--- src/sv/dki_pkg.sv ---
// Package for the delta kernel interpolator: fixed-point widths, constants,
// datapath command codes and the controller/datapath link types.
// No dependencies.
package dki_pkg;

    localparam int FRAC_BITS = 16;

    localparam int IN_W   = 32;
    localparam int SUM_W  = 48;
    localparam int MAG_W  = IN_W + 1;
    localparam int INV_W  = 32;
    localparam int SCL_W  = MAG_W + INV_W;
    localparam int R_W    = FRAC_BITS + 2;
    localparam int R2_W   = FRAC_BITS + 4;
    localparam int R3_W   = FRAC_BITS + 5;
    localparam int K_W    = FRAC_BITS + 1;
    localparam int KS_W   = FRAC_BITS + 12;
    localparam int S_W    = FRAC_BITS + 4;
    localparam int SQ_W   = 2 * FRAC_BITS + 4;
    localparam int X3_W   = FRAC_BITS + 3;
    localparam int Q3_W   = FRAC_BITS + 2;
    localparam int TP_W   = IN_W + K_W + 1;
    localparam int TERM_W = TP_W - FRAC_BITS;

    localparam int ONE_FX         = 1 << FRAC_BITS;
    localparam int HALF_FX        = 1 << (FRAC_BITS - 1);
    localparam int R_MAX_FX       = 3 << FRAC_BITS;
    localparam int TWO_THIRDS_FX  = ((2 << FRAC_BITS) + 1) / 3;
    localparam int FOUR_THIRDS_FX = ((4 << FRAC_BITS) + 1) / 3;
    localparam int D3_SH          = FRAC_BITS + 4;
    localparam int D3_MUL         = ((1 << D3_SH) + 2) / 3;

    localparam int SQRT_CYCLES = (FRAC_BITS + 3) / 2;
    localparam int SQC_W       = $clog2(SQRT_CYCLES);

    localparam logic [SUM_W-1:0] SUM_MAX = {1'b0, {(SUM_W-1){1'b1}}};
    localparam logic [SUM_W-1:0] SUM_MIN = {1'b1, {(SUM_W-1){1'b0}}};

    localparam logic [1:0] KSEL_ZERO  = 2'd0;
    localparam logic [1:0] KSEL_CUBIC = 2'd1;
    localparam logic [1:0] KSEL_FOUR  = 2'd2;
    localparam logic [1:0] KSEL_HAT   = 2'd3;

    localparam logic REG_KERNEL_SELECT   = 1'b0;
    localparam logic REG_INVERSE_SPACING = 1'b1;

    typedef enum logic [3:0] {
        OP_NONE,
        OP_LOAD,
        OP_DIFF,
        OP_SCALE,
        OP_SQUARE,
        OP_CUBE,
        OP_DIV3,
        OP_SQRT,
        OP_KERNEL,
        OP_PROD,
        OP_TERM,
        OP_ACC,
        OP_EMIT
    } dki_op_t;

    typedef struct packed {
        dki_op_t op;
        logic    axis;
    } dki_cmd_t;

    typedef struct packed {
        logic last;
    } dki_status_t;

endpackage

--- src/sv/dki_ctrl.sv ---
// Controller of the delta kernel interpolator: sequences the per-axis kernel
// steps, the product, accumulation and result handshake. Depends on dki_pkg.
module dki_ctrl (
    input  logic                 clk,
    input  logic                 rst_n,
    input  logic                 in_valid,
    output logic                 in_ready,
    output logic                 out_valid,
    input  logic                 out_ready,
    input  dki_pkg::dki_status_t status,
    output dki_pkg::dki_cmd_t    cmd
);

    typedef enum logic [3:0] {
        ST_IDLE,
        ST_DIFF,
        ST_SCALE,
        ST_SQUARE,
        ST_CUBE,
        ST_DIV3,
        ST_SQRT,
        ST_KERNEL,
        ST_PROD,
        ST_TERM,
        ST_ACC
    } state_t;

    state_t                    state_reg, state_next;
    logic                      axis_reg, axis_next;
    logic [dki_pkg::SQC_W-1:0] cnt_reg, cnt_next;
    logic                      out_valid_reg, out_valid_next;

    always_comb
    begin
        state_next     = state_reg;
        axis_next      = axis_reg;
        cnt_next       = cnt_reg;
        out_valid_next = out_valid_reg && !out_ready;
        cmd.op         = dki_pkg::OP_NONE;
        cmd.axis       = axis_reg;
        case (state_reg)
            ST_IDLE:
            begin
                if (in_valid)
                begin
                    cmd.op     = dki_pkg::OP_LOAD;
                    axis_next  = 1'b0;
                    state_next = ST_DIFF;
                end
            end
            ST_DIFF:
            begin
                cmd.op     = dki_pkg::OP_DIFF;
                state_next = ST_SCALE;
            end
            ST_SCALE:
            begin
                cmd.op     = dki_pkg::OP_SCALE;
                state_next = ST_SQUARE;
            end
            ST_SQUARE:
            begin
                cmd.op     = dki_pkg::OP_SQUARE;
                state_next = ST_CUBE;
            end
            ST_CUBE:
            begin
                cmd.op     = dki_pkg::OP_CUBE;
                state_next = ST_DIV3;
            end
            ST_DIV3:
            begin
                cmd.op     = dki_pkg::OP_DIV3;
                cnt_next   = '0;
                state_next = ST_SQRT;
            end
            ST_SQRT:
            begin
                cmd.op   = dki_pkg::OP_SQRT;
                cnt_next = cnt_reg + 1'b1;
                if (cnt_reg == dki_pkg::SQC_W'(dki_pkg::SQRT_CYCLES - 1))
                begin
                    state_next = ST_KERNEL;
                end
            end
            ST_KERNEL:
            begin
                cmd.op = dki_pkg::OP_KERNEL;
                if (axis_reg)
                begin
                    state_next = ST_PROD;
                end
                else
                begin
                    axis_next  = 1'b1;
                    state_next = ST_DIFF;
                end
            end
            ST_PROD:
            begin
                cmd.op     = dki_pkg::OP_PROD;
                state_next = ST_TERM;
            end
            ST_TERM:
            begin
                cmd.op     = dki_pkg::OP_TERM;
                state_next = ST_ACC;
            end
            ST_ACC:
            begin
                if (!status.last)
                begin
                    cmd.op     = dki_pkg::OP_ACC;
                    state_next = ST_IDLE;
                end
                else if (!out_valid_reg || out_ready)
                begin
                    cmd.op         = dki_pkg::OP_EMIT;
                    out_valid_next = 1'b1;
                    state_next     = ST_IDLE;
                end
            end
            default:
            begin
                state_next = ST_IDLE;
            end
        endcase
    end

    always_ff @(posedge clk or negedge rst_n)
    begin
        if (!rst_n)
        begin
            state_reg     <= ST_IDLE;
            axis_reg      <= 1'b0;
            cnt_reg       <= '0;
            out_valid_reg <= 1'b0;
        end
        else
        begin
            state_reg     <= state_next;
            axis_reg      <= axis_next;
            cnt_reg       <= cnt_next;
            out_valid_reg <= out_valid_next;
        end
    end

    assign in_ready  = (state_reg == ST_IDLE);
    assign out_valid = out_valid_reg;

endmodule

--- config.mk ---
export PLATFORM = sky130hd
export DESIGN_NAME = dki_ctrl
export DESIGN_NICKNAME = d
export VERILOG_FILES = /design/src/sv/dki_pkg.sv /design/src/sv/dki_ctrl.sv
export SDC_FILE = /design/constraint.sdc
export NUM_CORES = 1
export LEC_CHECK = 0
export BUFFER_PORTS_ARGS = -buffer_cell sky130_fd_sc_hd__buf_2
export CAP_MARGIN = 20
export CORE_MARGIN = 4
export CORE_UTILIZATION = 50
export CTS_CLUSTER_SIZE = 10
export DETAILED_ROUTE_END_ITERATION = 8
export PLACE_DENSITY = 0.72
export SETUP_SLACK_MARGIN = 0.5
export SLEW_MARGIN = 15
export SYNTH_ARGS = -nofsm -noshare
export SYNTH_HDL_FRONTEND = slang
export SYNTH_SLANG_ARGS = --single-unit
--- constraint.sdc ---
create_clock -name clk -period 1.4 [get_ports clk]
set_input_delay 0.14 -clock clk [delete_from_list [all_inputs] [get_ports clk]]
set_output_delay 0.14 -clock clk [all_outputs]
set_load 0.03 [all_outputs]
==> results.tsv, run 1 <==
stage	metric	value	unit
timing	worst ep type	primary output	
timing	Worst endpoint, post-GRT repair	cmd[4]	
synthesis	synthesized area per cell	8.611	sq um
die	Top Ports	12	
clock_network	CTS buffer count	3	
synthesis	Synth Instances	85	
synthesis	Synth Warn #	0	
outcome	Err	[ERROR DPL-0038] Utilization greater than 100%, impossible to legalize	
place	number of buffers added on ports	11	
synthesis	mapped cell area	732.0	sq um
outcome	status	stopped before the end	
global_routing	pin count of the biggest net entering global routing	11	
synthesis	flops & latches, synth	10	
place	Detail Placement HPWL	1365	um
clock_network	Clock Tree Buf Depth	2	
die	Die Ht	46.26	um
place	placed cell area	1028	sq um
synthesis	Post-synth EDFFs	0	
clock_network	Clock Tree Root	clkbuf_4	
synthesis	post-synth net total	92	
die	Die Wd	46.26	um
die	initial core utilization	0.5488	
clock_network	htree depth	1	
clock_network	# clock sinks	10	
place	RD Place Congestion	0.8465	
synthesis	sequential-to-total area share from yosys stat	0.3419	
synthesis	synth unique cells	37	
die	Rows	13	
synthesis	most common flop cell mapped by yosys	dfrtp_1	
synthesis	asr flop ratio synth	1.000	
outcome	failing step	global routing	
[repair_timing]
action	4_1_cts
cloned	0
endpoints found under the hold margin	10
buffers inserted	8
endpoints found under the setup margin	17
resized for setup	29
pin swaps	8
hold buffers	1
[stage by stage]
step / hold slack [ns] / setup WS [ns] / cells
floorplan: -0.1556 / 0.1712 / 85
global placement: 0.01510 / -0.02054 / 118
detailed placement: 0.02137 / -0.04447 / 118
CTS: 0.1662 / -0.1297 / 131
[logic make-up after synthesis]
group / count (synthesis) / share of synthesized area
adder cells (fa/ha/maj): 2 / 0.03418
buffers and inverters: 10 / 0.09400
AND/OR/NAND/NOR: 35 / 0.2735
flip-flops: 10 / 0.3419
XOR/XNOR: 2 / 0.02394
AO/OA/AOI/OAI: 26 / 0.2325
[cells in the mapped netlist (2+ instances only)]
cell type,n,area (sq um)
nand2b_1,2,12.51
buf_4,2,15.01
nor2b_2,2,17.52
o21ai_0,6,30.03
dfrtp_1,10,250.2
a21oi_1,6,30.03
o21ai_1,2,10.01
nand2_1,8,30.03
inv_1,3,11.26
nand3_1,2,10.01
o21ai_2,2,17.52
nor4_1,2,12.51
buf_6,3,33.78
nor2_1,11,41.29
ha_1,2,25.02
==> run 2: changes to the inputs <==
--- a/config.mk
+++ b/config.mk
@@ -7,12 +7,10 @@
 export LEC_CHECK = 0
 export BUFFER_PORTS_ARGS = -buffer_cell sky130_fd_sc_hd__buf_2
 export CAP_MARGIN = 20
-export CORE_MARGIN = 4
-export CORE_UTILIZATION = 50
-export CTS_CLUSTER_SIZE = 10
+export CORE_AREA = 4 4 65 67
 export DETAILED_ROUTE_END_ITERATION = 8
-export PLACE_DENSITY = 0.72
-export SETUP_SLACK_MARGIN = 0.5
+export DIE_AREA = 0 0 69 71
+export PLACE_DENSITY_LB_ADDON = 0.15
 export SLEW_MARGIN = 15
 export SYNTH_ARGS = -nofsm -noshare
 export SYNTH_HDL_FRONTEND = slang
==> run 2 against run 1 <==
Effect of this change:
- the flow now finishes, with violations (negative setup slack)
- area after synthesis unchanged
- synthesized cell count unchanged
==> results.tsv, run 2 <==
stage	metric	value	unit
final_layout	Multi-input gate area	499.2	sq um
synthesis	Synth top cells by count	nor2_1 (11), dfrtp_1 (10), nand2_1 (8)	
synthesis	sequential-to-total area share from yosys stat	0.3419	
routing	total number of vias	710	
clock_network	Clock Tree Buf Depth	2	
routing	wl on met1	947	um
timing	skew final	0.002604	ns
routing	met2 WL post-DR	1049	um
worst_setup_path	crit path launch	state_reg[2]	
clock_network	# clock sinks	10	
worst_setup_path	startpoint types	flip-flop	
synthesis	Post-synth EDFFs	0	
final_layout	Fillers	383	
final_layout	share of cells above drive strength 1	0.5259	
clock_network	htree depth	1	
synthesis	asr flop ratio synth	1.000	
worst_setup_path	kind of critical path	flip-flop to primary output	
clock_network	TritonCTS clock tree	built	
routing	Post-DRT Antenna Nets	0	
timing	final hold vios	0	
power_and_ir_drop	pwr dens	2695	nW/um^2
min_path	Hold Crit Class	primary input to flip-flop	
worst_setup_path	critical path arrival	1.31	ns
synthesis	synthesized area per cell	8.611	sq um
global_routing	total track usage	0.08508	
power_and_ir_drop	total chip power	3.137	mW
timing	unrepaired setup endpoints after global routing	yes	
die	Rows	22	
final_layout	Layout Utilization	0.3202	
routing	Vias/cell	4.329	
place	RD Place Congestion	0.7564	
die	DIE AREA	4899	sq um
final_layout	area delta synth->final	58.97	%
place	number of buffers added on ports	11	
global_routing	vias in the first global route	709	
final_layout	commonest cells after routing, fill and taps aside	buf_4 (17), nor2_1 (10), buf_6 (8)	
die	core area	3633	sq um
routing	Avg WL per Cell	12.63	um
worst_setup_path	Crit Path Max Fanout	7	
min_path	hold path startpoint	out_ready	
synthesis	cell with the most instances after synthesis	nor2_1	
routing	top routing layer used	met4	
timing	Tcrit/Tclk final	1.032	
final_layout	Non-Filler Instances	164	
global_routing	initial antenna violation count	0	
synthesis	Yosys top cell area share	0.3419	
timing	Final min period	1.445	ns
die	initial core utilization	0.2014	
final_layout	# diodes	0	
die	Top Ports	12	
routing	Met3 Routed Length	58	um
worst_setup_path	Req. time, crit path	1.26	ns
timing	final max-slew violation count	0	
global_routing	pin count of the biggest net entering global routing	11	
timing	Max Freq	692.0	MHz
clock_network	Clk Latency, worst-skew pair	0.23	ns
clock_network	clock slew at reported path FFs	0.05	ns
routing	drt drc	0	
synthesis	Synth Instances	85	
die	Die Wd	69	um
power_and_ir_drop	LEAKAGE	0.5353	nW
clock_network	Clock Tree Root	clkbuf_8	
routing	total wire length	2072	um
die	Die Ht	71	um
synthesis	flops & latches, synth	10	
synthesis	synth unique cells	37	
worst_setup_path	Worst Setup End Kind	primary output	
synthesis	mapped cell area	732.0	sq um
worst_setup_path	r2r startpoint	state_reg[2]	
outcome	failing checks	negative setup slack	
timing	worst setup margin	-0.04500	ns
final_layout	nets	125	
outcome	status	finished, violations left	
synthesis	top cells by area, synth	dfrtp_1 (34%), nor2_1 (5.6%), buf_6 (4.6%), a21oi_1 (4.1%), o21ai_0 (4.1%)	
clock_network	CTS buffer count	3	
flow_run	max cap viols	0	
place	DP Cell Count	148	
synthesis	Synth Warn #	0	
final_layout	commonest non-fill, non-tap cell in the layout	buf_4	
final_layout	FF/Latch Area	255.2	sq um
place	Detail Placement HPWL	1426	um
timing	worst rel slew slack	0.8238	
synthesis	post-synth net total	92	
synthesis	Synth area leader	dfrtp_1	
global_routing	first-pass GRT wire length	3415	um
routing	DRT Pass-1 Iters	3	
timing	worst slew pin tran	0.2642	ns
global_routing	GR Overflow Total	0	
routing	1st-iter DRT viols	11	
synthesis	most common flop cell mapped by yosys	dfrtp_1	
timing	setup violators final	4	
power_and_ir_drop	worst vdd ir	0.0008933	V
[run 2: what timing repair did]
item	in CTS	in global routing
hold buffers	1	0
gates resized for setup	18	14
pin swaps	4	7
setup endpoints to repair	5	11
endpoints found under the hold margin	10	0
setup buffers	7	5
[run 2: worst max-delay path, cell delays in order (launching register included)]
cell	delay (ns)
dfrtp_2	0.47
nand2b_4	0.17
a221oi_2	0.23
buf_4	0.20
[run 2: metrics by stage]
stage | area [sq um] | setup TNS (ns) | worst slack, ns | hold WS (ns)
2_1_floorplan | 750.7 | -0.03567 | -0.03567 | -0.1556
3_3_place_gp | 899.6 | 0 | 0.04685 | 0.03043
3_5_place_dp | 899.6 | 0 | 0.05793 | 0.03257
4_1_cts | 1069 | -0.1886 | -0.07211 | 0.2678
5_1_grt | 1164 | -0.4738 | -0.1176 | 0.2946
6_report | 1164 | -0.1067 | -0.04500 | 0.2611
[run 2: routing by layer]
metal | vias to the layer above | global-route usage
met1 | 342 | 0.1062
met3 | 2 | 0.01420
li1 | 360 | -
met4 | 0 | 0.03254
met5 | - | 0
met2 | 6 | 0.1462
[run 2: cells by family after synthesis]
family	Yosys count	share of synthesized area
and+or+nand+nor	35	0.2735
AOI/OAI and AO/OA	26	0.2325
buffers and inverters	10	0.09400
DFF	10	0.3419
xor gates and xnor gates	2	0.02394
adders and majority gates	2	0.03418
[run 2: layout make-up]
type                            instances  area share
Multi-Input combinational cell         65      0.4290
Timing Repair Buffer                   34      0.2516
Sequential cell                        10      0.2194
Tap cell                               48     0.05161
Clock buffer                            3     0.03548
Inverter                                4     0.01290
[run 2: final timing paths]
path | endpoint | slack, ns | depth (start not counted)
setup / recovery | cmd[1] | -0.05 | 3
hold / removal | out_valid | 0.26 | 3
setup reg to reg | cnt_reg[1] | 0.01 | 6
hold reg to reg | cnt_reg[3] | 0.58 | 2
max in group asynchronous | state_reg[1] | 0.86 | 2
min in group asynchronous | out_valid | 0.31 | 2
[run 2: where the power goes]
group          internal (mW)  switching [mW]  leakage (nW)  total, mW
Clock                  0.188           0.112        0.0216      0.301
Combinational           1.10            1.12         0.393       2.22
Sequential             0.426           0.188         0.121      0.614
Note: power is estimated with default switching activity, not from simulation.
==> run 3: changes to the inputs <==
==> constraint.sdc (replaced) <==
create_clock -name clk -period 1.25 [get_ports clk]
set_input_delay 0.125 -clock clk [delete_from_list [all_inputs] [get_ports clk]]
set_output_delay 0.125 -clock clk [all_outputs]
set_load 0.03 [all_outputs]
==> run 3 against run 2 <==
Effect of this change:
- the flow still finishes with violations (negative setup slack)
- cell count is 5.5% higher
- core utilization is 2.6 points higher
- worst setup slack worse by 0.13 ns
- clock power is 34% higher
- die area stayed put
- critical path type unchanged
- largest power group unchanged
==> results.tsv, run 3 (same netlist as run 2, synthesis figures left out) <==
stage	metric	value	unit
worst_setup_path	startpoint types	flip-flop	
worst_setup_path	CP max stage delay	0.48	ns
clock_network	# clock sinks	10	
global_routing	total track usage	0.08319	
clock_network	TritonCTS clock tree	built	
clock_network	Clock Tree Buf Depth	2	
global_routing	first-pass GRT wire length	3325	um
flow_run	max cap viols	0	
place	RD Place Congestion	0.7669	
routing	Post-DRT Antenna Nets	0	
worst_setup_path	CP endpoint	cmd[3]	
min_path	Hold Crit Class	primary input to flip-flop	
outcome	failing checks	negative setup slack	
worst_setup_path	critical path arrival	1.30	ns
clock_network	CTS buffer count	3	
final_layout	share of cells above drive strength 1	0.5920	
global_routing	vias in the first global route	734	
die	DIE AREA	4899	sq um
place	Detail Placement HPWL	1547	um
die	initial core utilization	0.2014	
timing	final max-slew violation count	0	
clock_network	Clk Latency, worst-skew pair	0.23	ns
die	Rows	22	
routing	wl on met1	905	um
worst_setup_path	crit path launch	state_reg[0]	
place	dpl ws	-0.06664	ns
worst_setup_path	critical path cell sequence	nand2_4 -> xor2_2 -> o22ai_2 -> buf_6	
clock_network	htree depth	1	
power_and_ir_drop	total chip power	3.817	mW
global_routing	initial antenna violation count	0	
timing	setup violators final	10	
routing	top routing layer used	met4	
timing	Setup TNS	-1.236	ns
routing	drt drc	0	
final_layout	Final Instance Area	1259	sq um
final_layout	nets	133	
clock_network	clock slew at reported path FFs	0.05	ns
place	number of buffers added on ports	11	
timing	worst rel slew slack	0.8269	
timing	final hold vios	0	
routing	Avg WL per Cell	12.25	um
timing	Max Freq	702.2	MHz
worst_setup_path	r2r endpoint	cnt_reg[2]	
routing	1st-iter DRT viols	14	
final_layout	commonest non-fill, non-tap cell in the layout	buf_4	
place	placed cell area	962.2	sq um
final_layout	area delta synth->final	71.97	%
routing	Vias/cell	4.370	
final_layout	# diodes	0	
timing	skew final	0.0007435	ns
worst_setup_path	slowest library cell on the worst path	dfrtp_2	
die	Die Ht	71	um
power_and_ir_drop	LEAKAGE	0.5870	nW
power_and_ir_drop	worst vdd ir	0.001450	V
timing	Final min period	1.424	ns
final_layout	commonest cells after routing, fill and taps aside	buf_4 (23), buf_6 (12), nor2_1 (9)	
worst_setup_path	kind of critical path	flip-flop to primary output	
timing	worst setup margin	-0.1741	ns
timing	worst slew pin tran	0.2597	ns
worst_setup_path	Req. time, crit path	1.12	ns
timing	Tcrit/Tclk final	1.139	
global_routing	pin count of the biggest net entering global routing	11	
clock_network	Clock Tree Root	clkbuf_8	
worst_setup_path	r2r startpoint	state_reg[0]	
routing	total number of vias	756	
timing	unrepaired setup endpoints after global routing	yes	
outcome	status	finished, violations left	
worst_setup_path	Worst Setup End Kind	primary output	
power_and_ir_drop	pwr dens	3032	nW/um^2
worst_setup_path	reg2reg path depth	6	
global_routing	GR Overflow Total	0	
routing	DRT Pass-1 Iters	4	
routing	total wire length	2120	um
die	Die Wd	69	um
routing	Met3 Routed Length	62	um
die	core area	3633	sq um
routing	met2 WL post-DR	1143	um
worst_setup_path	Crit Path Max Fanout	6	
die	Top Ports	12	
worst_setup_path	flop-to-flop setup slack	-0.12	ns
==> run 3: cell count changes in the layout (fill, tap and decap cells not counted), sizes merged <==
| cell | before | now |
|---|---|---|
| buf | 33 | 41 |
| clkbuf | 3 | 4 |
==> run 3: layout make-up <==
type                            instances  area, sq um
Clock buffer                            4        55.05
Multi-Input combinational cell         65        523.0
Fill cell                             377         2375
Timing Repair Buffer                   42        347.8
Inverter                                4        17.52
Sequential cell                        10        255.2
Tap cell                               48        60.06
==> run 3: report_power, final <==
part	switching (mW)	internal, mW	total, mW
registers	0.230	0.477	0.707
clock network	0.126	0.277	0.403
logic	1.33	1.38	2.71
==> run 3: layer usage <==
metal / up-vias / GRT usage
li1: 379 / -
met1: 365 / 0.1000
met2: 10 / 0.1409
met3: 2 / 0.01705
met4: 0 / 0.04121
met5: - / 0
==> run 3: critical path, delay by kind of cell (launching register included) <==
kind | cells | cell delay, ns
compound gates | 1 | 0.15
xor+xnor | 1 | 0.19
flops | 1 | 0.48
simple gates | 1 | 0.10
buf+inv | 1 | 0.15
==> run 3: how the worst min path moves through the flow <==
stage                     cells after the start          to      start
after detailed placement                      1    axis_reg      rst_n
final                                         3   out_valid  out_ready
after global placement                        1  cnt_reg[3]      rst_n
after global routing                          3   out_valid  out_ready
after CTS                                     3   out_valid  out_ready
after floorplan                               0    axis_reg      rst_n
==> run 3: timing repair <==
item	4_1_cts	5_1_grt
buffers inserted	5	5
setup endpoints to repair	9	12
hold buffers	1	0
hold endpoints to repair	10	0
pin swaps	7	12
resized for setup	25	17
==> run 3: stage by stage <==
step	util	instances	hold WS [ns]
CTS	0.3171	168	0.2631
floorplan	-	85	-0.1706
detailed placement	0.2648	158	0.01733
finish	0.3464	173	0.2610
global placement	0.2648	158	0.01121
global route	0.3464	173	0.2836
==> run 4: changes to the inputs <==
--- a/config.mk
+++ b/config.mk
@@ -10,6 +10,7 @@
 export CORE_AREA = 4 4 65 67
 export DETAILED_ROUTE_END_ITERATION = 8
 export DIE_AREA = 0 0 69 71
+export GPL_TIMING_DRIVEN = 0
 export PLACE_DENSITY_LB_ADDON = 0.15
 export SLEW_MARGIN = 15
 export SYNTH_ARGS = -nofsm -noshare
==> run 4 against run 3 <==
Effect of this change:
- the run still ends with negative setup slack left
- wire length shrank 3.4%
- clock power shrank 16%
- non-clock buffer count shrank 15
- critical path depth grew 1
- via count shrank 8.9%
==> results.tsv, run 4 (same netlist as run 2, synthesis figures left out) <==
stage	metric	value	unit
outcome	status	finished, violations left	
outcome	failing checks	negative setup slack	
global_routing	pin count of the biggest net entering global routing	11	
power_and_ir_drop	switch share	0.4665	
worst_setup_path	Stages on worst setup path	5	
timing	worst slew pin tran	0.2499	ns
routing	total wire length	2047	um
place	Detail Placement HPWL	1400	um
routing	drt drc	0	
routing	Vias/cell	4.389	
routing	Avg WL per Cell	13.04	um
power_and_ir_drop	worst vdd ir	0.001189	V
worst_setup_path	flop-to-flop setup slack	0	ns
routing	Post-DRT Antenna Nets	0	
worst_setup_path	Worst Setup End Kind	primary output	
worst_setup_path	critical path cell sequence	buf_6 -> nand2_4 -> xor2_2 -> o22ai_2 -> buf_6	
routing	total number of vias	689	
die	core area	3633	sq um
timing	hold slack	0.2627	ns
final_layout	area delta synth->final	50.60	%
power_and_ir_drop	Pint	1.801	mW
global_routing	initial antenna violation count	0	
min_path	Hold Crit Class	primary input to flip-flop	
power_and_ir_drop	Flop pwr share	0.173	
worst_setup_path	CP endpoint	cmd[3]	
worst_setup_path	r2r endpoint	cnt_reg[1]	
final_layout	commonest cells after routing, fill and taps aside	nor2_1 (11), buf_4 (10), buf_6 (9), dfrtp_1 (9)	
worst_setup_path	startpoint types	flip-flop	
worst_setup_path	CP max stage delay	0.40	ns
timing	Max Freq	691.9	MHz
power_and_ir_drop	combinational group share of total power	0.726	
flow_run	max cap viols	0	
worst_setup_path	most frequent CP cell	buf_6	
final_layout	nets	118	
timing	final max-slew violation count	0	
clock_network	CTS buffer count	3	
timing	setup violators final	5	
clock_network	Clock Tree Buf Depth	2	
place	RD Place Congestion	0.6935	
final_layout	share of cells above drive strength 1	0.4862	
worst_setup_path	reg2reg path depth	6	
clock_network	# clock sinks	10	
worst_setup_path	Crit Path Max Fanout	6	
power_and_ir_drop	Net Switching	1.574	mW
die	Die Ht	71	um
worst_setup_path	crit path launch	state_reg[1]	
worst_setup_path	kind of critical path	flip-flop to primary output	
clock_network	clock slew at reported path FFs	0.05	ns
die	initial core utilization	0.2014	
final_layout	commonest non-fill, non-tap cell in the layout	nor2_1	
timing	worst rel slew slack	0.8334	
worst_setup_path	critical path arrival	1.32	ns
power_and_ir_drop	pwr dens	3061	nW/um^2
place	placed cell area	865.8	sq um
timing	worst setup margin	-0.1954	ns
die	Top Ports	12	
die	Die Wd	69	um
timing	final hold vios	0	
final_layout	Final Instance Area	1102	sq um
global_routing	vias in the first global route	761	
die	Rows	22	
timing	unrepaired setup endpoints after global routing	yes	
clock_network	Clk Latency, worst-skew pair	0.24	ns
worst_setup_path	r2r startpoint	state_reg[2]	
routing	DRT Pass-1 Iters	4	
final_layout	# diodes	0	
clock_network	htree depth	1	
worst_setup_path	WP buf/inv	2	
timing	Tcrit/Tclk final	1.156	
die	DIE AREA	4899	sq um
routing	1st-iter DRT viols	16	
worst_setup_path	Req. time, crit path	1.12	ns
global_routing	GR Overflow Total	0	
power_and_ir_drop	clock share of power	0.101	
place	number of buffers added on ports	11	
global_routing	total track usage	0.09121	
power_and_ir_drop	LEAKAGE	0.4953	nW
final_layout	Fillers	408	
timing	skew final	0.003502	ns
worst_setup_path	slowest library cell on the worst path	dfrtp_1	
global_routing	first-pass GRT wire length	3622	um
clock_network	Clock Tree Root	clkbuf_8	
worst_setup_path	crit-path leading delay family	flip-flops	
timing	Final min period	1.445	ns
clock_network	TritonCTS clock tree	built	
[run 4: changes by cell type in the layout (fill, tap and decap cells not counted), sizes merged]
cell and change:
buf -15, clkbuf -1
[run 4: layout make-up]
class,instances,area (sq um),area share
inverters,4,15.01,0.01362
well taps,48,60.06,0.05448
plain buffers,6,63.81,0.05789
repair buffers,21,172.7,0.1566
multi-input cells,65,498.0,0.4518
clock buffers,3,41.29,0.03746
flip-flops and latches,10,251.5,0.2281
[run 4: power groups by stage]
stage | clock network [mW] | registers [mW] | logic (mW)
final | 0.340 | 0.585 | 2.45
after global routing | 0.376 | 0.611 | 2.67
after CTS | 0.358 | 0.582 | 2.40
after detailed placement | 0 | 0.610 | 1.80
after global placement | 0 | 0.608 | 1.80
after floorplan | 0 | 0.584 | 1.41
[run 4: worst register-to-register path, cell delays in order (launching register included)]
cell and delay (ns):
dfrtp_1 0.37, buf_6 0.15, buf_12 0.13, and2b_1 0.16, and3_1 0.16, a21oi_1 0.11
o21ai_1 0.07
[run 4: worst min-delay path by stage]
| stage | start | to | slack (ns) | cells past startpoint |
|---|---|---|---|---|
| 2_1_floorplan | rst_n | axis_reg | -0.17 | 0 |
| 3_3_place_gp | rst_n | state_reg[2] | 0.01 | 1 |
| 3_5_place_dp | rst_n | state_reg[2] | 0.01 | 1 |
| 4_1_cts | out_ready | out_valid | 0.25 | 3 |
| 5_1_grt | out_ready | out_valid | 0.28 | 3 |
| 6_report | out_ready | out_valid | 0.26 | 3 |
[run 4: metrics by stage]
stage | cells | total power, mW | util | setup WS [ns] | setup TNS [ns]
floorplan | 85 | 1.994 | - | -0.1707 | -0.2354
global placement | 144 | 2.412 | 0.2383 | -0.1304 | -0.3291
detailed placement | 144 | 2.414 | 0.2383 | -0.1215 | -0.2930
CTS | 157 | 3.339 | 0.2965 | -0.2061 | -0.8816
global route | 157 | 3.659 | 0.3034 | -0.2775 | -1.477
finish | 157 | 3.375 | 0.3034 | -0.1954 | -0.7938
[run 4: repair_timing]
| item | 4_1_cts | 5_1_grt |
|---|---|---|
| hold buffers | 1 | 0 |
| resized for setup | 21 | 7 |
| pin swaps | 9 | 4 |
| hold endpoints to repair | 10 | 0 |
| setup endpoints to repair | 7 | 12 |
| buffers inserted | 9 | 0 |
[run 4: per-layer routing]
layer	wire, um	global-route usage	vias to the layer above
li1	-	-	344
met1	891	0.1052	331
met2	1059	0.1589	12
met3	86	0.02841	2
met4	9	0.03254	0
met5	0	0	-
